<file path="config.mk">
export PLATFORM = sky130hd
export DESIGN_NAME = cable_robot_xy_to_motor_frame
export DESIGN_NICKNAME = d
export VERILOG_FILES = /design/src/crxy_pkg.sv /design/src/cable_robot_xy_to_motor_frame.sv /design/src/crxy_front.sv /design/src/crxy_back.sv
export VERILOG_INCLUDE_DIRS = /design/src /design/src/src
export SDC_FILE = /design/constraint.sdc
export NUM_CORES = 2
export LEC_CHECK = 0
export ABC_AREA = 0
export BUFFER_PORTS_ARGS = -buffer_cell sky130_fd_sc_hd__buf_2
export CAP_MARGIN = 20
export CELL_PAD_IN_SITES_DETAIL_PLACEMENT = 2
export CELL_PAD_IN_SITES_GLOBAL_PLACEMENT = 2
export CORE_MARGIN = 2
export CORE_UTILIZATION = 35
export DETAILED_ROUTE_END_ITERATION = 10
export PLACE_DENSITY_LB_ADDON = 0.05
export SYNTH_ARGS = -nofsm -noshare
export SYNTH_HDL_FRONTEND = slang
export SYNTH_SLANG_ARGS = --single-unit
</file>
<file path="constraint.sdc">
create_clock -name clk -period 11.48 [get_ports clk]
set_input_delay 1.148 -clock clk [delete_from_list [all_inputs] [get_ports clk]]
set_output_delay 1.148 -clock clk [all_outputs]
set_load 0.01 [all_outputs]
</file>
<file path="src/cable_robot_xy_to_motor_frame_macros.svh">
// Assertion macros for the cable robot frame block
`ifndef CABLE_ROBOT_XY_TO_MOTOR_FRAME_MACROS_SVH
`define CABLE_ROBOT_XY_TO_MOTOR_FRAME_MACROS_SVH
// Assert that a property holds at every clock edge outside reset
`define CR_ASSERT(label, prop, msg) \
  label: assert property (@(posedge clk) disable iff (rst) (prop)) else $error(msg);
// Assert that an antecedent implies a consequent in the next cycle
`define CR_ASSERT_NEXT(label, ante, cons, msg) \
  label: assert property (@(posedge clk) disable iff (rst) (ante) |=> (cons)) else $error(msg);
`endif

</file>
<file path="src/crxy_pkg.sv">
// Shared types and constants for the cable robot frame block
package crxy_pkg;
  localparam int COEF_FRAC_BITS = 12;
  localparam int FRAME_LEN = 61;
  localparam int QDEPTH = 2;

  typedef struct packed {
    logic [11:0] x;
    logic [11:0] y;
    logic        clamped;
  } point_t;

  typedef struct packed {
    logic [15:0] speed;
    logic [15:0] current;
  } words_t;
endpackage

</file>
<file path="src/cable_robot_xy_to_motor_frame.sv">
// Top level of the cable robot frame block
// Each target point is taken from the point queue, then goes through four square roots
// (load, 14 steps and finish, each root followed by a multiply) and then the 61 frame
// bytes are sent, each one held while the output stalls. The next point starts only
// after the last byte has gone out; a two-entry point queue lets new points arrive
// meanwhile.
module cable_robot_xy_to_motor_frame (
  input  logic        clk,
  input  logic        rst,
  input  logic        psel,
  input  logic        penable,
  input  logic        pwrite,
  input  logic [4:0]  paddr,
  input  logic [31:0] pwdata,
  output logic [31:0] prdata,
  output logic        pready,
  input  logic        s_tvalid,
  output logic        s_tready,
  input  logic [31:0] s_tdata,  // target_x[12:0], target_y[25:13]
  output logic        m_tvalid,
  input  logic        m_tready,
  output logic [7:0]  m_tdata,  // frame_byte[7:0]
  output logic        m_tlast,
  output logic        m_tuser   // was_clamped[0]
);
  logic [11:0] side;
  logic [15:0] c [4];
  crxy_pkg::words_t words;
  logic             qv;
  logic             qr;
  crxy_pkg::point_t qd;

  assign pready = 1'b1;

  always_ff @(posedge clk) begin
    if (rst) begin
      side <= 12'd1500;
      c[0] <= 16'hBB33;
      c[1] <= 16'd17613;
      c[2] <= 16'hBB33;
      c[3] <= 16'd17613;
      words.speed <= 16'd20000;
      words.current <= 16'd2000;
    end else if (psel && penable && pwrite) begin
      case (paddr[4:2])
        3'd0: side <= pwdata[11:0];
        3'd1: c[0] <= pwdata[15:0];
        3'd2: c[1] <= pwdata[15:0];
        3'd3: c[2] <= pwdata[15:0];
        3'd4: c[3] <= pwdata[15:0];
        3'd5: words.speed <= pwdata[15:0];
        3'd6: words.current <= pwdata[15:0];
        default: ;
      endcase
    end
  end

  always_comb begin
    case (paddr[4:2])
      3'd0: prdata = {20'd0, side};
      3'd1: prdata = {16'd0, c[0]};
      3'd2: prdata = {16'd0, c[1]};
      3'd3: prdata = {16'd0, c[2]};
      3'd4: prdata = {16'd0, c[3]};
      3'd5: prdata = {16'd0, words.speed};
      3'd6: prdata = {16'd0, words.current};
      default: prdata = '0;
    endcase
  end

  crxy_front u_front (
    .clk(clk), .rst(rst), .side(side),
    .s_tvalid(s_tvalid), .s_tready(s_tready), .s_tdata(s_tdata),
    .q_valid(qv), .q_ready(qr), .q_data(qd)
  );

  crxy_back u_back (
    .clk(clk), .rst(rst), .side(side),
    .coefs({c[3], c[2], c[1], c[0]}), .words(words),
    .q_valid(qv), .q_ready(qr), .q_data(qd),
    .m_tvalid(m_tvalid), .m_tready(m_tready), .m_tdata(m_tdata),
    .m_tlast(m_tlast), .m_tuser(m_tuser)
  );
endmodule

</file>
<file path="src/crxy_front.sv">
// Front: accept a target point, clamp it, and push it into the queue
module crxy_front (
  input  logic                 clk,
  input  logic                 rst,
  input  logic [11:0]          side,
  input  logic                 s_tvalid,
  output logic                 s_tready,
  input  logic [31:0]          s_tdata,
  output logic                 q_valid,
  input  logic                 q_ready,
  output crxy_pkg::point_t     q_data
);
  crxy_pkg::point_t mem [crxy_pkg::QDEPTH];
  logic             wr_ptr;
  logic             rd_ptr;
  logic [1:0]       count;
  logic signed [12:0] tx;
  logic signed [12:0] ty;
  logic signed [13:0] sd;
  crxy_pkg::point_t   pt;
  logic               push;
  logic               pop;

  assign tx = s_tdata[12:0];
  assign ty = s_tdata[25:13];
  assign sd = {2'b00, side};

  always_comb begin
    pt.clamped = 1'b0;
    if (tx < 0) begin
      pt.x = '0;
      pt.clamped = 1'b1;
    end else if ({tx[12], tx} > sd) begin
      pt.x = side;
      pt.clamped = 1'b1;
    end else begin
      pt.x = tx[11:0];
    end
    if (ty < 0) begin
      pt.y = '0;
      pt.clamped = 1'b1;
    end else if ({ty[12], ty} > sd) begin
      pt.y = side;
      pt.clamped = 1'b1;
    end else begin
      pt.y = ty[11:0];
    end
  end

  assign s_tready = (count != 2'(crxy_pkg::QDEPTH));
  assign push = s_tvalid && s_tready;
  assign q_valid = (count != 2'd0);
  assign pop = q_valid && q_ready;
  assign q_data = mem[rd_ptr];

  always_ff @(posedge clk) begin
    if (push) begin
      mem[wr_ptr] <= pt;
    end
    if (rst) begin
      wr_ptr <= 1'b0;
      rd_ptr <= 1'b0;
      count  <= '0;
    end else begin
      if (push) wr_ptr <= ~wr_ptr;
      if (pop) rd_ptr <= ~rd_ptr;
      count <= count + {1'b0, push} - {1'b0, pop};
    end
  end
endmodule

</file>
<file path="src/crxy_back.sv">
// Back: compute cable lengths and angles, then stream the frame bytes
module crxy_back (
  input  logic                clk,
  input  logic                rst,
  input  logic [11:0]         side,
  input  logic [63:0]         coefs,
  input  crxy_pkg::words_t    words,
  input  logic                q_valid,
  output logic                q_ready,
  input  crxy_pkg::point_t    q_data,
  output logic                m_tvalid,
  input  logic                m_tready,
  output logic [7:0]          m_tdata,
  output logic                m_tlast,
  output logic                m_tuser
);
  typedef enum logic [1:0] {IDLE, SQRT, MUL, EMIT} state_t;
  state_t      state;
  crxy_pkg::point_t cur;
  logic [1:0]  motor;
  logic [3:0]  step;
  logic [31:0] rem;
  logic [31:0] res;
  logic [31:0] bitv;
  logic [31:0] pos [4];
  logic        dir [4];
  logic [15:0] len;
  logic [5:0]  idx;
  logic signed [12:0] dx;
  logic signed [12:0] dy;
  logic [25:0] sqv;
  logic signed [15:0] cf;
  logic signed [32:0] prod;
  logic [32:0] mag;
  logic [32:0] rnd;
  logic [5:0]  off;
  logic [1:0]  cm;
  logic [3:0]  fi;
  logic [7:0]  byte_v;

  always_comb begin
    case (motor)
      2'd0: begin dx = {1'b0, cur.x}; dy = {1'b0, cur.y}; end
      2'd1: begin dx = {1'b0, cur.x}; dy = {1'b0, cur.y} - {1'b0, side}; end
      2'd2: begin
        dx = {1'b0, cur.x} - {1'b0, side};
        dy = {1'b0, cur.y} - {1'b0, side};
      end
      default: begin dx = {1'b0, cur.x} - {1'b0, side}; dy = {1'b0, cur.y}; end
    endcase
    sqv = 26'(dx * dx) + 26'(dy * dy);
    cf = coefs[16*motor +: 16];
    prod = $signed({1'b0, len}) * cf;
    mag = prod[32] ? 33'(-prod) : prod;
    rnd = (mag + (33'd1 << (crxy_pkg::COEF_FRAC_BITS - 1))) >> crxy_pkg::COEF_FRAC_BITS;
  end

  always_comb begin
    off = '0;
    cm = '0;
    fi = '0;
    byte_v = 8'h6B;
    if (idx < 6'd4) begin
      case (idx[1:0])
        2'd1: byte_v = 8'hAA;
        2'd3: byte_v = 8'h3B;
        default: byte_v = 8'h00;
      endcase
    end else if (idx < 6'd60) begin
      off = idx - 6'd4;
      if (off < 6'd14) cm = 2'd0;
      else if (off < 6'd28) cm = 2'd1;
      else if (off < 6'd42) cm = 2'd2;
      else cm = 2'd3;
      fi = 4'(off - 6'(cm) * 6'd14);
      case (fi)
        4'd0: byte_v = {6'd0, cm} + 8'd1;
        4'd1: byte_v = 8'hCB;
        4'd2: byte_v = {7'd0, dir[cm]};
        4'd3: byte_v = words.speed[15:8];
        4'd4: byte_v = words.speed[7:0];
        4'd5: byte_v = pos[cm][31:24];
        4'd6: byte_v = pos[cm][23:16];
        4'd7: byte_v = pos[cm][15:8];
        4'd8: byte_v = pos[cm][7:0];
        4'd9: byte_v = 8'h01;
        4'd10: byte_v = 8'h00;
        4'd11: byte_v = words.current[15:8];
        4'd12: byte_v = words.current[7:0];
        default: byte_v = 8'h6B;
      endcase
    end
  end

  assign q_ready = (state == IDLE);
  assign m_tvalid = (state == EMIT);
  assign m_tdata = byte_v;
  assign m_tlast = (idx == 6'(crxy_pkg::FRAME_LEN - 1));
  assign m_tuser = cur.clamped;

  always_ff @(posedge clk) begin
    if (rst) begin
      state <= IDLE;
      idx <= '0;
    end else begin
      case (state)
        IDLE: if (q_valid) begin
          cur <= q_data;
          motor <= '0;
          state <= SQRT;
          step <= '0;
        end
        SQRT: begin
          if (step == 4'd0) begin
            rem <= {6'd0, sqv};
            res <= '0;
            bitv <= 32'h1 << 26;
            step <= 4'd1;
          end else if (bitv == 32'd0) begin
            len <= res[15:0];
            state <= MUL;
          end else begin
            if (rem >= res + bitv) begin
              rem <= rem - (res + bitv);
              res <= (res >> 1) + bitv;
            end else begin
              res <= res >> 1;
            end
            bitv <= bitv >> 2;
          end
        end
        MUL: begin
          pos[motor] <= rnd[31:0];
          dir[motor] <= prod[32];
          step <= '0;
          if (motor == 2'd3) begin
            state <= EMIT;
            idx <= '0;
          end else begin
            motor <= motor + 2'd1;
            state <= SQRT;
          end
        end
        EMIT: if (m_tready) begin
          if (m_tlast) begin
            state <= IDLE;
            idx <= '0;
          end else begin
            idx <= idx + 6'd1;
          end
        end
        default: state <= IDLE;
      endcase
    end
  end

`include "cable_robot_xy_to_motor_frame_macros.svh"
  `CR_ASSERT(a_idx_range, idx < 6'(crxy_pkg::FRAME_LEN), "byte index past frame")
  `CR_ASSERT(a_ready_idle, !(q_ready && m_tvalid), "accepting while emitting")
  `CR_ASSERT_NEXT(a_last_end, m_tvalid && m_tready && m_tlast, state == IDLE, "no idle after last")
endmodule
</file>
==> impl_metrics.py <==
metrics = {
    "detailed_routing": {
        "wl_met3_um": 2459,
        "drt-vias-per-instance": 5.096,
        "num_vias": 31346,
        "highest_layer": "met4",
        "met2RoutedLength_um": 68150,
        "drt_first_pass_iters": 5,
        "route.final.wire_length_um": 131700,
        "routed_wl_per_cell_um": 21.41,
        "route.antenna.remaining_nets": 0,
        "drtIter0Drc": 922,
        "drc": 0,
        "drt-met1-wl_um": 57700,
    },
    "grt": {
        "grt_start_max_net_pins": 63,
        "grt_use_total": 0.2121,
        "vias_in_the_first_global_route": 35490,
        "grt-ovfl-total": 0,
        "global_route_wire_length_before_repair_um": 208100,
        "antenna_found_initial": 1,
    },
    "setup_path": {
        "setup_cp_type": "flop to flop",
        "cp_data_arrival_time_ns": 10.73,
        "critPathLaunchType": "flop",
        "worstRegToRegCells": 26,
        "worst_ep_required_time_ns": 11.84,
        "endpoint_kind": "flop",
        "critical_path_peak_fanout": 25,
        "worst_r2r_startpoint": "u_back.motor[0]$_SDFFCE_PN0P_",
        "crit_path_launch": "u_back.motor[0]$_SDFFCE_PN0P_",
        "setup.reg_to_reg.worst_slack_ns": 1.11,
        "critical_path.reg2reg.endpoint": "u_back.pos[1][20]$_DFFE_PP_",
    },
    "yosys": {
        "post_synth_inst_count": 4416,
        "synthXorXnorAreaFrac": 0.03978,
        "number_of_synthesized_register_bits": 380,
        "synth.top_cells.by_count": "717 x sky130_fd_sc_hd__inv_1, 535 x sky130_fd_sc_hd__fa_1, 487 x sky130_fd_sc_hd__nand2_1, 358 x sky130_fd_sc_hd__ha_1, 324 x sky130_fd_sc_hd__edfxtp_1",
        "ys.warnings.count": 0,
        "postSynth.asyncResetShare": 0,
        "synth_compound_area_frac": 0.09317,
        "netlist.top_cell.by_area": "sky130_fd_sc_hd__fa_1",
        "post-synth-top-count-cell": "sky130_fd_sc_hd__inv_1",
        "syn_avg_cell_area_um2": 9.822,
        "seq_area_frac_synth": 0.2502,
        "post_synth_main_area_contributors": "sky130_fd_sc_hd__fa_1 25%, sky130_fd_sc_hd__edfxtp_1 22%, sky130_fd_sc_hd__ha_1 10%, sky130_fd_sc_hd__inv_1 6.2%, sky130_fd_sc_hd__nand2_1 4.2%",
        "synth.top_cell.area_share": 0.2469,
        "synthesis.area_mm2": 0.04337,
        "yosys.area_share.simple": 0.1396,
        "synth-edff-count": 324,
        "synth_mux_area_frac": 0.04829,
        "ys_dominant_reg_cell": "sky130_fd_sc_hd__edfxtp_1",
        "ys_types": 94,
        "synth_area_in_adders": 0.3502,
        "largest_family_of_logic_cells_by_synthesized_area": "adder cells",
    },
    "floorplanning": {
        "die_area_mm2": 0.1268,
        "start_util": 0.3517,
        "design.core.area_mm2": 0.1233,
        "die_h_um": 356.0,
        "design.portCount": 121,
        "chipWidth_um": 356.0,
        "fp-row-count": 129,
    },
    "min_path": {
        "hold_path.startpoint": "u_back.res[0]$_SDFFCE_PN0P_",
        "hold_path_depth": 0,
        "min_to": "u_back.len[0]$_DFFE_PP_",
        "hold_path_class": "flop to flop",
    },
    "clocking": {
        "worst_path_clk_slew_ns": 0.06,
        "cts_root_buf": "sky130_fd_sc_hd__clkbuf_16",
        "tritoncts_clock_tree": "done",
        "clock_sink_count": 380,
        "post_cts_resized": 0,
        "holdBufCountCts": 0,
        "h-tree-depth": 2,
        "cts_made_buffers": 48,
        "clockBufferDepth": 3,
        "postCtsSetupBuffers": 0,
        "insertion_delay_ns": 0.65,
    },
    "sta": {
        "layout_worst_path_cycle_share": 0.9035,
        "fin_tns_setup_ns": 0,
        "finalClockSkew_ns": 0.05800,
        "rsz0062_at_grt": "no",
        "layout_min_cycle_time_ns": 10.37,
        "max_slew.worst_pin.slew_ns": 1.108,
        "timing.final.setup_violations": 0,
        "maxClockFrequency_ghz": 0.09641,
        "timing_max_transition_violations_final": 0,
        "hold_viol": 0,
        "max-slew-margin-rel": 0.2556,
    },
    "layout": {
        "fill_cells": 13374,
        "register_cell_area_after_layout_mm2": 0.01085,
        "drive_gt1_frac": 0.08531,
        "layout-area-overhead-vs-synth_pct": 9.436,
        "multiInputGateArea_mm2": 0.02924,
        "final_net_count": 5443,
    },
    "placement": {
        "gp_congestion": 0.7825,
        "hpwl_dp_um": 105000,
        "io_buffer_count": 79,
    },
    "flow_run": {
        "cap_viol_max_count": 0,
    },
    "outcome": {
        "outcome": "complete, no violations",
    },
}
[routing by layer]
metal  up-vias  GRT usage
li1      14623          -
met1     16360     0.2656
met2       245     0.3902
met3       118    0.01803
met4         0    0.05511
met5         -          0
[sequential cells by signal (all words and copies together), names as in the netlist]
register and cells:
u_back.cur 24, u_back.idx 6, u_back.bitv 14, words 32, u_back.motor 2, u_back.m_tuser 1
u_front.wr_ptr 1, u_front.count 2, u_back.step 1, u_back.pos 84, u_back.res 32, u_back.state 2
u_back.len 16, u_back.rem 32, u_front.rd_ptr 1, u_back.dir 4, side 12, u_front.mem 50
c 64
[metrics by stage]
stage	hold WS (ns)	setup slack, ns	instances	utilization	cell area, um2
after floorplan	0.4307	1.965	4431	-	43430
after global placement	0.4454	1.063	6058	0.3715	45810
after detailed placement	0.4398	1.003	6058	0.3715	45810
after CTS	0.4536	0.9972	6147	0.3847	47430
after global routing	0.4888	0.3083	6151	0.3849	47470
final	0.4587	1.108	6151	0.3849	47470
[layout by cell type, fill, tap and decap left out, drive strengths merged, types with 109 or more instances in the layout]
cell / count
nor2: 305
ha: 358
and2: 170
a21oi: 178
o21ai: 109
inv: 722
xnor2: 124
nand2: 487
buf: 154
edfxtp: 324
fa: 535
[cell type report]
cell class | count | share of cell area
multi-input cells | 3163 | 0.6161
well taps | 1637 | 0.04315
repair buffers | 154 | 0.02035
clock inverters | 35 | 0.008514
flip-flops and latches | 380 | 0.2286
inverters | 727 | 0.05749
diodes | 1 | 0.00005272
clock buffers | 54 | 0.02578
[cell families (layout without fill, tap and decap cells)]
family / count (synthesis) / count (layout)
AOI/OAI and AO/OA: 611 / 611
xor gates and xnor gates: 197 / 197
adders and majority gates: 893 / 893
buffers and inverters: 888 / 970
DFF: 380 / 380
muxes: 160 / 160
other: 2 / 18
and+or+nand+nor: 1285 / 1285
[worst max-delay path by stage]
stage	to	slack [ns]
final	u_back.pos[1][20]$_DFFE_PP_	1.11
after global routing	u_back.pos[3][19]$_DFFE_PP_	0.31
after CTS	u_back.pos[1][20]$_DFFE_PP_	1.0
after global placement	u_back.pos[0][20]$_DFFE_PP_	1.06
after detailed placement	u_back.pos[2][20]$_DFFE_PP_	1.00
after floorplan	u_back.pos[0][19]$_DFFE_PP_	1.97
[worst max-delay path, cell delays in order (launching register included)]
cell                        delay, ns
sky130_fd_sc_hd__edfxtp_1        0.96
sky130_fd_sc_hd__mux4_1          1.02
sky130_fd_sc_hd__and2_1          0.34
sky130_fd_sc_hd__fa_1            0.51
sky130_fd_sc_hd__inv_1           0.05
sky130_fd_sc_hd__fa_1            0.46
sky130_fd_sc_hd__fa_1            0.51
sky130_fd_sc_hd__inv_1           0.06
sky130_fd_sc_hd__fa_1            0.48
sky130_fd_sc_hd__fa_1            0.52
sky130_fd_sc_hd__inv_1           0.05
sky130_fd_sc_hd__fa_1            0.47
sky130_fd_sc_hd__inv_1           0.04
sky130_fd_sc_hd__ha_1            0.36
sky130_fd_sc_hd__a21oi_1         0.23
sky130_fd_sc_hd__o21ai_0         0.21
sky130_fd_sc_hd__a31oi_1         0.34
sky130_fd_sc_hd__nor4_1          0.14
sky130_fd_sc_hd__o31a_1          0.31
sky130_fd_sc_hd__or3_1           0.50
sky130_fd_sc_hd__and2_1          0.24
sky130_fd_sc_hd__inv_1           0.09
sky130_fd_sc_hd__buf_4           0.28
sky130_fd_sc_hd__a41o_1          0.34
sky130_fd_sc_hd__o2111ai_1       0.36
sky130_fd_sc_hd__a2111o_1        0.56
sky130_fd_sc_hd__o41ai_1         0.63
Power is not shown: default switching activity piles up to over one toggle a cycle in this logic, so the estimate is an artifact.
